--- src/sepd_pkg.sv ---
// Shared types, constants and the 3x3 endpoint pattern test for the
// skeleton endpoint detector. No dependencies.
package sepd_pkg;

  localparam int MAX_WIDTH_DEF     = 1024;
  localparam int MAX_ENDPOINTS_DEF = 1023;
  localparam int MAX_HEIGHT        = 1024;
  localparam int PIX_W             = 8;
  localparam int COORD_W           = 10;
  localparam int CNT_W             = 10;
  localparam int ROW_W             = 10;
  localparam int CFG_DATA_W        = 11;
  localparam int CFG_IDX_W         = 8;
  localparam int OUT_DATA_W        = 40;

  localparam logic [10:0] FRAME_WIDTH_RST    = 11'd64;
  localparam logic [10:0] FRAME_HEIGHT_RST   = 11'd64;
  localparam logic [7:0]  DARK_THRESHOLD_RST = 8'd65;
  localparam logic [9:0]  ENDPOINT_LIMIT_RST = 10'd500;

  // Window holds row r, column c at bit r*3+c; a shift keeps columns 0 and 1.
  localparam logic [8:0] WIN_KEEP  = 9'h0DB;
  localparam logic [8:0] WIN_RESET = 9'h1FF;

  typedef enum logic [CFG_IDX_W-1:0] {
    REG_FRAME_WIDTH    = 8'd0,
    REG_FRAME_HEIGHT   = 8'd1,
    REG_DARK_THRESHOLD = 8'd2,
    REG_ENDPOINT_LIMIT = 8'd3
  } cfg_reg_e;

  typedef struct packed {
    logic               is_endpoint;
    logic [COORD_W-1:0] ep_x;
    logic [COORD_W-1:0] ep_y;
    logic [CNT_W-1:0]   ep_index;
    logic               frame_done;
    logic [CNT_W-1:0]   total_endpoints;
  } result_t;

  // Neighbor order p0 center, p1 N, p2 NE, p3 E, p4 SE, p5 S, p6 SW, p7 W, p8 NW.
  localparam logic [8:0] ZERO_NEED [0:7] = '{
    9'h021, 9'h081, 9'h003, 9'h009, 9'h041, 9'h101, 9'h005, 9'h011
  };
  localparam logic [8:0] ONE_NEED [0:7] = '{
    9'h18E, 9'h03E, 9'h0F8, 9'h1E2, 9'h1BE, 9'h0FE, 9'h1FA, 9'h1EE
  };

  function automatic logic is_endpoint_win(input logic [8:0] w);
    logic [8:0] p;
    logic       hit;
    p   = {w[0], w[3], w[6], w[7], w[8], w[5], w[2], w[1], w[4]};
    hit = 1'b0;
    for (int i = 0; i < 8; i++) begin
      if (((p & ZERO_NEED[i]) == 9'd0) && ((p & ONE_NEED[i]) == ONE_NEED[i])) begin
        hit = 1'b1;
      end
    end
    return hit;
  endfunction

endpackage

--- src/sepd_line_mem.sv ---
// Line store for the endpoint detector: one word per column holding the
// upper and middle row bits. Synchronous, one read and one write port.
module sepd_line_mem #(
  parameter int DEPTH = 1024,
  parameter int AW    = $clog2(DEPTH)
) (
  input  logic          clk_i,
  input  logic          rd_en_i,
  input  logic [AW-1:0] rd_addr_i,
  output logic [1:0]    rd_data_o,
  input  logic          wr_en_i,
  input  logic [AW-1:0] wr_addr_i,
  input  logic [1:0]    wr_data_i
);

  logic [1:0] mem [DEPTH];
  logic [1:0] rd_data_q;

  always_ff @(posedge clk_i) begin
    if (wr_en_i) begin
      mem[wr_addr_i] <= wr_data_i;
    end
  end

  always_ff @(posedge clk_i) begin
    if (rd_en_i) begin
      rd_data_q <= mem[rd_addr_i];
    end
  end

  assign rd_data_o = rd_data_q;

endmodule

--- src/sepd_out_fifo.sv ---
// Three-entry result queue that decouples the detector from the output
// stream. Depends on sepd_pkg for the result struct.
module sepd_out_fifo (
  input  logic              clk_i,
  input  logic              rst_ni,
  input  logic              push_i,
  input  sepd_pkg::result_t push_data_i,
  input  logic              pop_i,
  output logic              valid_o,
  output sepd_pkg::result_t data_o,
  output logic [1:0]        count_o
);
  import sepd_pkg::*;

  result_t    mem [3];
  logic [1:0] wr_ptr_q, wr_ptr_d;
  logic [1:0] rd_ptr_q, rd_ptr_d;
  logic [1:0] count_q, count_d;
  logic       do_pop;

  assign do_pop = pop_i && (count_q != 2'd0);

  always_comb begin
    wr_ptr_d = wr_ptr_q;
    rd_ptr_d = rd_ptr_q;
    count_d  = count_q;
    if (push_i) begin
      wr_ptr_d = (wr_ptr_q == 2'd2) ? 2'd0 : wr_ptr_q + 2'd1;
    end
    if (do_pop) begin
      rd_ptr_d = (rd_ptr_q == 2'd2) ? 2'd0 : rd_ptr_q + 2'd1;
    end
    if (push_i && !do_pop) begin
      count_d = count_q + 2'd1;
    end else if (!push_i && do_pop) begin
      count_d = count_q - 2'd1;
    end
  end

  always_ff @(posedge clk_i or negedge rst_ni) begin
    if (!rst_ni) begin
      wr_ptr_q <= 2'd0;
      rd_ptr_q <= 2'd0;
      count_q  <= 2'd0;
    end else begin
      wr_ptr_q <= wr_ptr_d;
      rd_ptr_q <= rd_ptr_d;
      count_q  <= count_d;
    end
  end

  always_ff @(posedge clk_i) begin
    if (push_i) begin
      mem[wr_ptr_q] <= push_data_i;
    end
  end

  assign valid_o = (count_q != 2'd0);
  assign data_o  = mem[rd_ptr_q];
  assign count_o = count_q;

  a_no_overflow: assert property (@(posedge clk_i) disable iff (!rst_ni)
    push_i |-> (count_q != 2'd3) || do_pop)
    else $error("result queue overflow");

  a_count_range: assert property (@(posedge clk_i) disable iff (!rst_ni)
    count_q != 2'd3 || wr_ptr_q == rd_ptr_q)
    else $error("result queue pointers disagree with count");

  a_ptr_range: assert property (@(posedge clk_i) disable iff (!rst_ni)
    (wr_ptr_q != 2'd3) && (rd_ptr_q != 2'd3))
    else $error("result queue pointer out of range");

endmodule

--- src/skeleton_endpoint_detector_unit.sv ---
// Skeleton endpoint detector, top level: scan counters, binarization,
// window and pattern test. Uses sepd_pkg, sepd_line_mem, sepd_out_fifo.
//
// Usage: grayscale pixels enter on the s_axis channel in raster order, one
// request per pixel (tdata[7:0]). Each pixel below dark_threshold counts as
// background. A 3x3 window is built from a two-row line store and the current
// column; every interior center matching one of the eight endpoint patterns
// yields a result on m_axis with its column, row and index. The frame's last
// pixel yields a result with tlast set (frame_done), carrying the final count.
// Other pixels yield no result. Endpoints past endpoint_limit (capped at
// MAX_ENDPOINTS) are dropped.
// Throughput: one pixel per cycle while the result queue has room. A pixel
// reads the line store in its accept cycle and is tested and written back in
// the next cycle; its result is then registered in the queue before m_axis.
// Back-pressure: results wait in a three-entry queue; s_axis_tready drops
// only when the queue plus the pixel in flight could overfill it.
// Reset: counters, window (all background), queue and registers return to
// defaults (64x64, threshold 65, limit 500); line stores are not cleared,
// entries read before they are written feed only the first two rows, which
// are never centers.
// Configuration: cfg_ready_o is always high; write only while idle.
module skeleton_endpoint_detector_unit #(
  parameter int MAX_WIDTH     = sepd_pkg::MAX_WIDTH_DEF,
  parameter int MAX_ENDPOINTS = sepd_pkg::MAX_ENDPOINTS_DEF
) (
  input  logic                             clk_i,
  input  logic                             rst_ni,
  // tdata: pixel_value[7:0]
  input  logic [sepd_pkg::PIX_W-1:0]       s_axis_tdata,
  input  logic                             s_axis_tvalid,
  output logic                             s_axis_tready,
  // tdata: ep_x[9:0], ep_y[19:10], ep_index[29:20], total_endpoints[39:30]
  output logic [sepd_pkg::OUT_DATA_W-1:0]  m_axis_tdata,
  // tuser: is_endpoint
  output logic                             m_axis_tuser,
  // tlast: frame_done
  output logic                             m_axis_tlast,
  output logic                             m_axis_tvalid,
  input  logic                             m_axis_tready,
  input  logic                             cfg_valid_i,
  output logic                             cfg_ready_o,
  input  logic [sepd_pkg::CFG_IDX_W-1:0]   cfg_index_i,
  input  logic [sepd_pkg::CFG_DATA_W-1:0]  cfg_data_i
);
  import sepd_pkg::*;

  localparam int CW = $clog2(MAX_WIDTH);

  // Configuration registers
  logic [10:0]      frame_width_q;
  logic [10:0]      frame_height_q;
  logic [7:0]       dark_threshold_q;
  logic [CNT_W-1:0] endpoint_limit_q;

  // Scan state (stage 0)
  logic [CW-1:0]    col_q, col_d;
  logic [ROW_W-1:0] row_q, row_d;

  // Stage 1: pixel whose line-store read is in flight
  logic             s1_valid_q;
  logic [CW-1:0]    s1_col_q;
  logic [ROW_W-1:0] s1_row_q;
  logic             s1_bg_q;
  logic             s1_center_q;
  logic             s1_done_q;

  logic [8:0]       win_q, win_d;
  logic [CNT_W-1:0] ep_count_q, ep_count_d;

  logic [12:0]      fw_ext;
  logic [10:0]      fh;
  logic [CW-1:0]    col_last;
  logic [ROW_W-1:0] row_last;
  logic [CNT_W-1:0] limit_eff;
  logic             accept;
  logic             col_wrap, row_wrap;
  logic             bg;
  logic [1:0]       rd_word;
  logic             up_bit, mid_bit;
  logic             hit, found;
  logic             push;
  result_t          res;
  result_t          out_res;
  logic             out_valid;
  logic [1:0]       q_count;

  assign cfg_ready_o = 1'b1;

  always_ff @(posedge clk_i or negedge rst_ni) begin
    if (!rst_ni) begin
      frame_width_q    <= FRAME_WIDTH_RST;
      frame_height_q   <= FRAME_HEIGHT_RST;
      dark_threshold_q <= DARK_THRESHOLD_RST;
      endpoint_limit_q <= ENDPOINT_LIMIT_RST;
    end else if (cfg_valid_i) begin
      unique case (cfg_index_i)
        REG_FRAME_WIDTH:    frame_width_q    <= cfg_data_i;
        REG_FRAME_HEIGHT:   frame_height_q   <= cfg_data_i;
        REG_DARK_THRESHOLD: dark_threshold_q <= cfg_data_i[7:0];
        REG_ENDPOINT_LIMIT: endpoint_limit_q <= cfg_data_i[CNT_W-1:0];
        default: ;
      endcase
    end
  end

  // Clamp the frame size: width into [3, MAX_WIDTH], height into [3, MAX_HEIGHT]
  assign fw_ext = {2'b00, frame_width_q};
  assign fh     = frame_height_q;

  always_comb begin
    priority if (fw_ext < 13'd3) begin
      col_last = CW'(2);
    end else if (fw_ext > 13'(MAX_WIDTH)) begin
      col_last = CW'(MAX_WIDTH - 1);
    end else begin
      col_last = CW'(fw_ext - 13'd1);
    end
  end

  always_comb begin
    priority if (fh < 11'd3) begin
      row_last = ROW_W'(2);
    end else if (fh > 11'(MAX_HEIGHT)) begin
      row_last = ROW_W'(MAX_HEIGHT - 1);
    end else begin
      row_last = ROW_W'(fh - 11'd1);
    end
  end

  // Cap the endpoint limit at MAX_ENDPOINTS
  assign limit_eff = (int'(endpoint_limit_q) < MAX_ENDPOINTS) ? endpoint_limit_q
                                                              : CNT_W'(MAX_ENDPOINTS);

  // Hold input off when the queue plus the pixel in flight could fill it
  assign s_axis_tready = (q_count < 2'd2) || ((q_count == 2'd2) && !s1_valid_q);
  assign accept        = s_axis_tvalid && s_axis_tready;

  assign bg       = (s_axis_tdata < dark_threshold_q);
  assign col_wrap = (col_q >= col_last);
  assign row_wrap = (row_q >= row_last);

  always_comb begin
    col_d = col_q;
    row_d = row_q;
    if (accept) begin
      if (col_wrap) begin
        col_d = '0;
        row_d = row_wrap ? '0 : row_q + ROW_W'(1);
      end else begin
        col_d = col_q + CW'(1);
      end
    end
  end

  always_ff @(posedge clk_i or negedge rst_ni) begin
    if (!rst_ni) begin
      col_q      <= '0;
      row_q      <= '0;
      s1_valid_q <= 1'b0;
    end else begin
      col_q      <= col_d;
      row_q      <= row_d;
      s1_valid_q <= accept;
    end
  end

  always_ff @(posedge clk_i) begin
    if (accept) begin
      s1_col_q    <= col_q;
      s1_row_q    <= row_q;
      s1_bg_q     <= bg;
      s1_center_q <= (col_q >= CW'(2)) && (row_q >= ROW_W'(2));
      s1_done_q   <= col_wrap && row_wrap;
    end
  end

  // Read in the accept cycle, write back in the next cycle. The same column
  // is read again no sooner than one row (at least three pixels) later, so
  // no forwarding path is needed.
  sepd_line_mem #(
    .DEPTH (MAX_WIDTH),
    .AW    (CW)
  ) u_line_mem (
    .clk_i     (clk_i),
    .rd_en_i   (accept),
    .rd_addr_i (col_q),
    .rd_data_o (rd_word),
    .wr_en_i   (s1_valid_q),
    .wr_addr_i (s1_col_q),
    .wr_data_i ({rd_word[0], s1_bg_q})
  );

  // Word layout: [1] upper row, [0] middle row
  assign up_bit  = rd_word[1];
  assign mid_bit = rd_word[0];

  always_comb begin
    win_d = win_q;
    if (s1_valid_q) begin
      win_d = ((win_q >> 1) & WIN_KEEP) | {s1_bg_q, 2'b00, mid_bit, 2'b00, up_bit, 2'b00};
    end
  end

  assign hit   = s1_valid_q && s1_center_q && is_endpoint_win(win_d);
  assign found = hit && (ep_count_q < limit_eff);
  assign push  = s1_valid_q && (found || s1_done_q);

  always_comb begin
    ep_count_d = ep_count_q;
    if (s1_valid_q) begin
      priority if (s1_done_q) begin
        ep_count_d = '0;
      end else if (found) begin
        ep_count_d = ep_count_q + CNT_W'(1);
      end
    end
  end

  always_ff @(posedge clk_i or negedge rst_ni) begin
    if (!rst_ni) begin
      win_q      <= WIN_RESET;
      ep_count_q <= '0;
    end else begin
      win_q      <= win_d;
      ep_count_q <= ep_count_d;
    end
  end

  always_comb begin
    res.is_endpoint     = found;
    res.ep_x            = found ? COORD_W'(s1_col_q - CW'(1)) : '0;
    res.ep_y            = found ? COORD_W'(s1_row_q - ROW_W'(1)) : '0;
    res.ep_index        = found ? ep_count_q : '0;
    res.frame_done      = s1_done_q;
    res.total_endpoints = found ? ep_count_q + CNT_W'(1) : ep_count_q;
  end

  sepd_out_fifo u_out_fifo (
    .clk_i       (clk_i),
    .rst_ni      (rst_ni),
    .push_i      (push),
    .push_data_i (res),
    .pop_i       (m_axis_tready),
    .valid_o     (out_valid),
    .data_o      (out_res),
    .count_o     (q_count)
  );

  assign m_axis_tvalid = out_valid;
  assign m_axis_tuser  = out_res.is_endpoint;
  assign m_axis_tlast  = out_res.frame_done;
  assign m_axis_tdata  = {out_res.total_endpoints, out_res.ep_index,
                          out_res.ep_y, out_res.ep_x};

  a_no_same_entry: assert property (@(posedge clk_i) disable iff (!rst_ni)
    (accept && s1_valid_q) |-> (col_q != s1_col_q))
    else $error("line store read and write hit the same column");

  a_index_total: assert property (@(posedge clk_i) disable iff (!rst_ni)
    (push && res.is_endpoint) |-> (res.total_endpoints == res.ep_index + CNT_W'(1)))
    else $error("endpoint index and running total disagree");

  a_stage_follows_accept: assert property (@(posedge clk_i) disable iff (!rst_ni)
    s1_valid_q |-> $past(accept))
    else $error("stage 1 active without an accepted pixel");

endmodule
--- config.mk ---
export PLATFORM = sky130hd
export DESIGN_NAME = skeleton_endpoint_detector_unit
export DESIGN_NICKNAME = d
export VERILOG_FILES = /design/src/sepd_pkg.sv /design/src/sepd_line_mem.sv /design/src/sepd_out_fifo.sv /design/src/skeleton_endpoint_detector_unit.sv
export SDC_FILE = /design/constraint.sdc
export NUM_CORES = 2
export LEC_CHECK = 0
export BUFFER_PORTS_ARGS = -buffer_cell sky130_fd_sc_hd__buf_2
export CAP_MARGIN = 10
export CORE_ASPECT_RATIO = 0.75
export CORE_MARGIN = 5
export CORE_UTILIZATION = 42
export DETAILED_ROUTE_END_ITERATION = 12
export GPL_TIMING_DRIVEN = 1
export PLACE_DENSITY_LB_ADDON = 0.25
export REMOVE_ABC_BUFFERS = 1
export SYNTH_ARGS = -nofsm -noshare
export SYNTH_HDL_FRONTEND = slang
export SYNTH_HIERARCHICAL = 1
export SYNTH_SLANG_ARGS = --single-unit
--- constraint.sdc ---
create_clock -name clk_i -period 45.4 [get_ports clk_i]
set_clock_uncertainty 0.1 [all_clocks]
set_input_delay 13.62 -clock clk_i [delete_from_list [all_inputs] [get_ports clk_i]]
set_output_delay 13.62 -clock clk_i [all_outputs]
set_load 0.02 [all_outputs]
==> results by group <==
Run status
  • Status: finished clean

Pwr
  • Clk network pwr share: 0.310
  • Sw Ratio: 0.2958
  • Leak: 32.34 nW
  • Switch Pwr: 1.669 mW
  • Power density cells: 53.55 mW/mm^2
  • Sequential share of power: 0.452
  • Combinational share of power: 0.238
  • VDD IR max: 0.04058 mV
  • Internal power: 3.974 mW

Place
  • RePlAce Congestion: about 0.80
  • DP Cell Count: 8467
  • Post-Place Setup Slack: 29330 ps
  • Detailed Place HPWL: around 140000 um
  • Port Buffers: 75

Logic synthesis
  • Simple-Gate Fraction of Synth Area: 0.06922
  • Main combinational cell family by area after synthesis: multiplexers
  • Cells after Synth: 5705
  • Synth Area in XOR/XNOR: 0.003869
  • Synthesis Warnings: 6
  • Synth Area in Compound Gates: 0.03798
  • Distinct cells, synth: 96
  • EDFF count, synth: 2199
  • Post-Syn Area per Cell: 16.67 um^2
  • Mux share of post-synthesis cell area: 0.1393
  • Post-synthesis cell area: 0.09508 mm^2
  • Post-synth ARST share: 0.03764
  • Post-synthesis adder-cell area fraction: 0.006395
  • Seq/Total Area, Yosys: 0.7174
  • Register bit count reported by yosys: 2285
  • Post-synth top flop: edfxtp_1

Clocking
  • Root buffer cell: clkbuf_16
  • CTS tree: yes
  • CTS H-tree lvls: 4
  • Clock latency reported for the late side of the worst-skew pair: 840 ps
  • CTS Buf Count: between 200 and 250
  • Post-CTS sizing: 0
  • Clock transition at path regs: 60 ps
  • CTS Buffer Depth: 4
  • Setup bufs post-CTS: 0
  • Clk sinks: 2285
  • CTS Hold Bufs: 0

Worst setup path
  • Worst EP required: 31680 ps
  • Critical path peak fanout: 42
  • Crit start category: register
  • CP endpoint kind: output pin
  • Crit Path Class: register to output pin
  • CP Cell Sequence: buf_4 -> mux2i_1 -> o21ai_0 -> buf_2
  • Slowest CP cell: buf_4
  • Slowest stage delay, CP: slightly above 600 ps
  • FF-to-FF path depth: 12
  • CP Data Arrival Time: about 2700 ps

Timing
  • Crit share post-route: 0.3608
  • Min cycle time layout: 16380 ps
  • RSZ-0062 raised after global routing: false
  • Fin Setup TNS: 0 ps
  • Worst slew margin: 0.04132
  • Final Hold Fails: 0
  • # setup viols final: 0
  • Worst Tran Pin Value: 1402 ps
  • Max Slew Vio Count: 0
  • Setup slack after layout: 29020 ps
  • Achievable Freq: 61.05 MHz

Detailed routing
  • Drc violations: 0
  • Final wirelength: 264000 um
  • Initial DRC Count: 7478
  • Top routing layer used: met5
  • Antenna Nets Post-Route: 0
  • Vias: ~54000
  • Pre-antenna DRT Iters: 5
  • WL per Instance: 29.76 um
  • Met1 Routed Length: 114200 um
  • Routed length on met3: 28600 um
  • Via density: 6.038
  • WL met2: 115500 um

Cells and area
  • Fill count: slightly below 20000
  • Layout cell share with drive strength beyond 1: 0.1879
  • P&R area growth vs syn: 10.82%
  • Net count, final: 5790
  • Non-Filler Instances: around 8900

Worst hold path
  • Worst hold path class: register to register
  • Hold path depth: 1

Global routing
  • Gr ovfl total: 0
  • Pin count of the biggest net entering global routing: 243
  • Total Routing Usage GR: 0.2189
  • Number of global-route vias before repair: between 50000 and 60000
  • Global-route wire length before repair: 379900 um
  • Antenna violations before repair: 12

Floorplan
  • Initial Util: 0.4215
  • Die height: 422.1 um
  • Row count: 151
  • Die width: 559.4 um
  • Core Region: 0.2256 mm^2
  • I/O Pins: 77
  • DIE AREA: 0.2361 mm^2

Flow run
  • Max cap viols: 0
cell usage after synthesis (8+ instances only):
cell / count / area, um^2
nor3b_1: 11 / 82.58
a31oi_1: 14 / 87.58
nand4_1: 16 / 100.1
dfrtp_1: 67 / 1677
buf_8: 14 / 210.2
clkbuf_1: 248 / 930.9
o21ai_0: 88 / 440.4
a22oi_1: 45 / 337.8
ha_1: 47 / 588.1
nand2b_1: 20 / 125.1
a21oi_1: 84 / 420.4
buf_2: 32 / 160.2
o221ai_1: 83 / 727.0
mux2_2: 51 / 574.3
o21ai_1: 38 / 190.2
nor2b_1: 21 / 131.4
buf_1: 54 / 202.7
dfstp_2: 19 / 499.2
and3_1: 25 / 156.4
edfxtp_1: 2199 / 66030
xnor2_1: 24 / 210.2
mux2i_1: 250 / 2502
nand2_1: 188 / 705.7
nor4_1: 16 / 100.1
a211oi_1: 16 / 120.1
xor2_1: 18 / 157.7
nor2_1: 1104 / 4144
o31ai_1: 16 / 120.1
buf_6: 35 / 394.1
nor3_1: 63 / 315.3
inv_1: 43 / 161.4
mux4_2: 449 / 10110
buf_4: 35 / 262.8
a221oi_1: 13 / 113.9
a22o_1: 19 / 166.4
a21o_1: 12 / 90.09
nand3_1: 53 / 265.3
nand3b_1: 8 / 60.06
and2_1: 11 / 68.82
o22ai_1: 46 / 287.8
cell usage in the layout (no fill, tap or decap), drive strengths merged, types with 11 or more instances in the layout:
master  Yosys  routed
nor2     1104    1104
nand2b     20      20
a22o       19      19
edfxtp   2199    2199
dfrtp      67      67
a22oi      45      45
and3       26      26
o31ai      16      16
nand4      16      16
nor3       63      63
nand2     189     189
o22ai      46      46
nor2b      21      21
mux2i     250     250
xor2       18      18
o21ai     128     128
a211oi     17      17
nor4       18      18
ha         47      47
a21o       12      12
nor3b      12      12
o221ai     84      84
a31oi      14      14
mux2       55      55
xnor2      24      24
buf       176     210
clkbuf    248     267
a221oi     14      14
a21oi      84      84
bufinv      0      13
inv        46      50
clkinv      1     103
mux4      449     449
dfstp      19      19
and2       11      11
nand3      53      53
critical path, delay by kind of cell, from the launching register on:
family / cells / cell delay, ps
flops: 1 / 410
buf+inv: 2 / 870
mux: 1 / 160
compound gates: 1 / 410
power groups by stage:
stage	Combinational, mW	Clock (mW)	Sequential, mW
2_1_floorplan	1.37	0	2.97
5_1_grt	1.43	1.87	2.55
4_1_cts	1.35	1.78	2.55
3_5_place_dp	1.34	0	2.59
6_report	1.34	1.75	2.55
3_3_place_gp	1.33	0	2.59
per-stage QoR:
stage	power [mW]	util	area (um^2)	hold WS, ps
6_report	5.643	0.4671	105400	403.7
5_1_grt	5.854	0.4671	105400	422.1
4_1_cts	5.674	0.4662	105200	406.0
3_5_place_dp	3.936	0.4366	98490	392.4
3_3_place_gp	3.928	0.4365	98460	389.1
2_1_floorplan	4.342	-	92800	379.4
registers in the layout, summed over array words and instances (netlist names), 2 cells and up:
register and flops:
ep_count_q 10, col_q 10, u_out_fifo/count_o 2, u_line_mem/mem 2048, u_out_fifo/mem 126, s1_row_q 10, row_q 10, endpoint_limit_q 10
win_q 9, u_out_fifo/rd_ptr_q 2, dark_threshold_q 8, frame_width_q 11, fh 11, u_out_fifo/wr_ptr_q 2, u_line_mem/rd_data_o 2, s1_col_q 10
routing by layer:
metal	vias to the layer above	GRT usage
li1	22273	-
met2	2819	0.3204
met3	338	0.04587
met5	-	0
met1	28124	0.3387
met4	2	0.04648
cells by family (layout without fill, tap and decap cells):
kind of cell | count (synthesis) | after routing
simple gates | 1574 | 1574
buf+inv | 471 | 651
xor+xnor | 42 | 42
mux | 754 | 754
flops | 2285 | 2285
fa+ha+maj | 49 | 49
other cells | 1 | 3
compound gates | 529 | 529
layout make-up:
| class | count | area [um^2] | share of cell area |
|---|---|---|---|
| diodes | 2 | 5.005 | 0.00004750 |
| well taps | 2983 | 3732 | 0.03542 |
| flip-flops and latches | 2285 | 68230 | 0.6476 |
| clock inverters | 127 | 955.9 | 0.009072 |
| multi-input cells | 2949 | 24830 | 0.2357 |
| inverters | 47 | 182.7 | 0.001734 |
| repair buffers | 210 | 1702 | 0.01615 |
| clock buffers | 267 | 5723 | 0.05431 |
final timing paths:
check	start	to	slack, ps
worst max-delay path	u_out_fifo/rd_ptr_q[0]	m_axis_tdata[9]	29020
worst min-delay path	dark_threshold_q[2]	dark_threshold_q[2]	400
worst max register to register	col_q[0]	u_line_mem/rd_data_o[1]	38070
worst min register to register	dark_threshold_q[2]	dark_threshold_q[2]	400
max in group asynchronous	rst_ni	col_q[0]	31410
min in group asynchronous	rst_ni	u_out_fifo/rd_ptr_q[1]	12660
(Power assumes the default switching activity.)
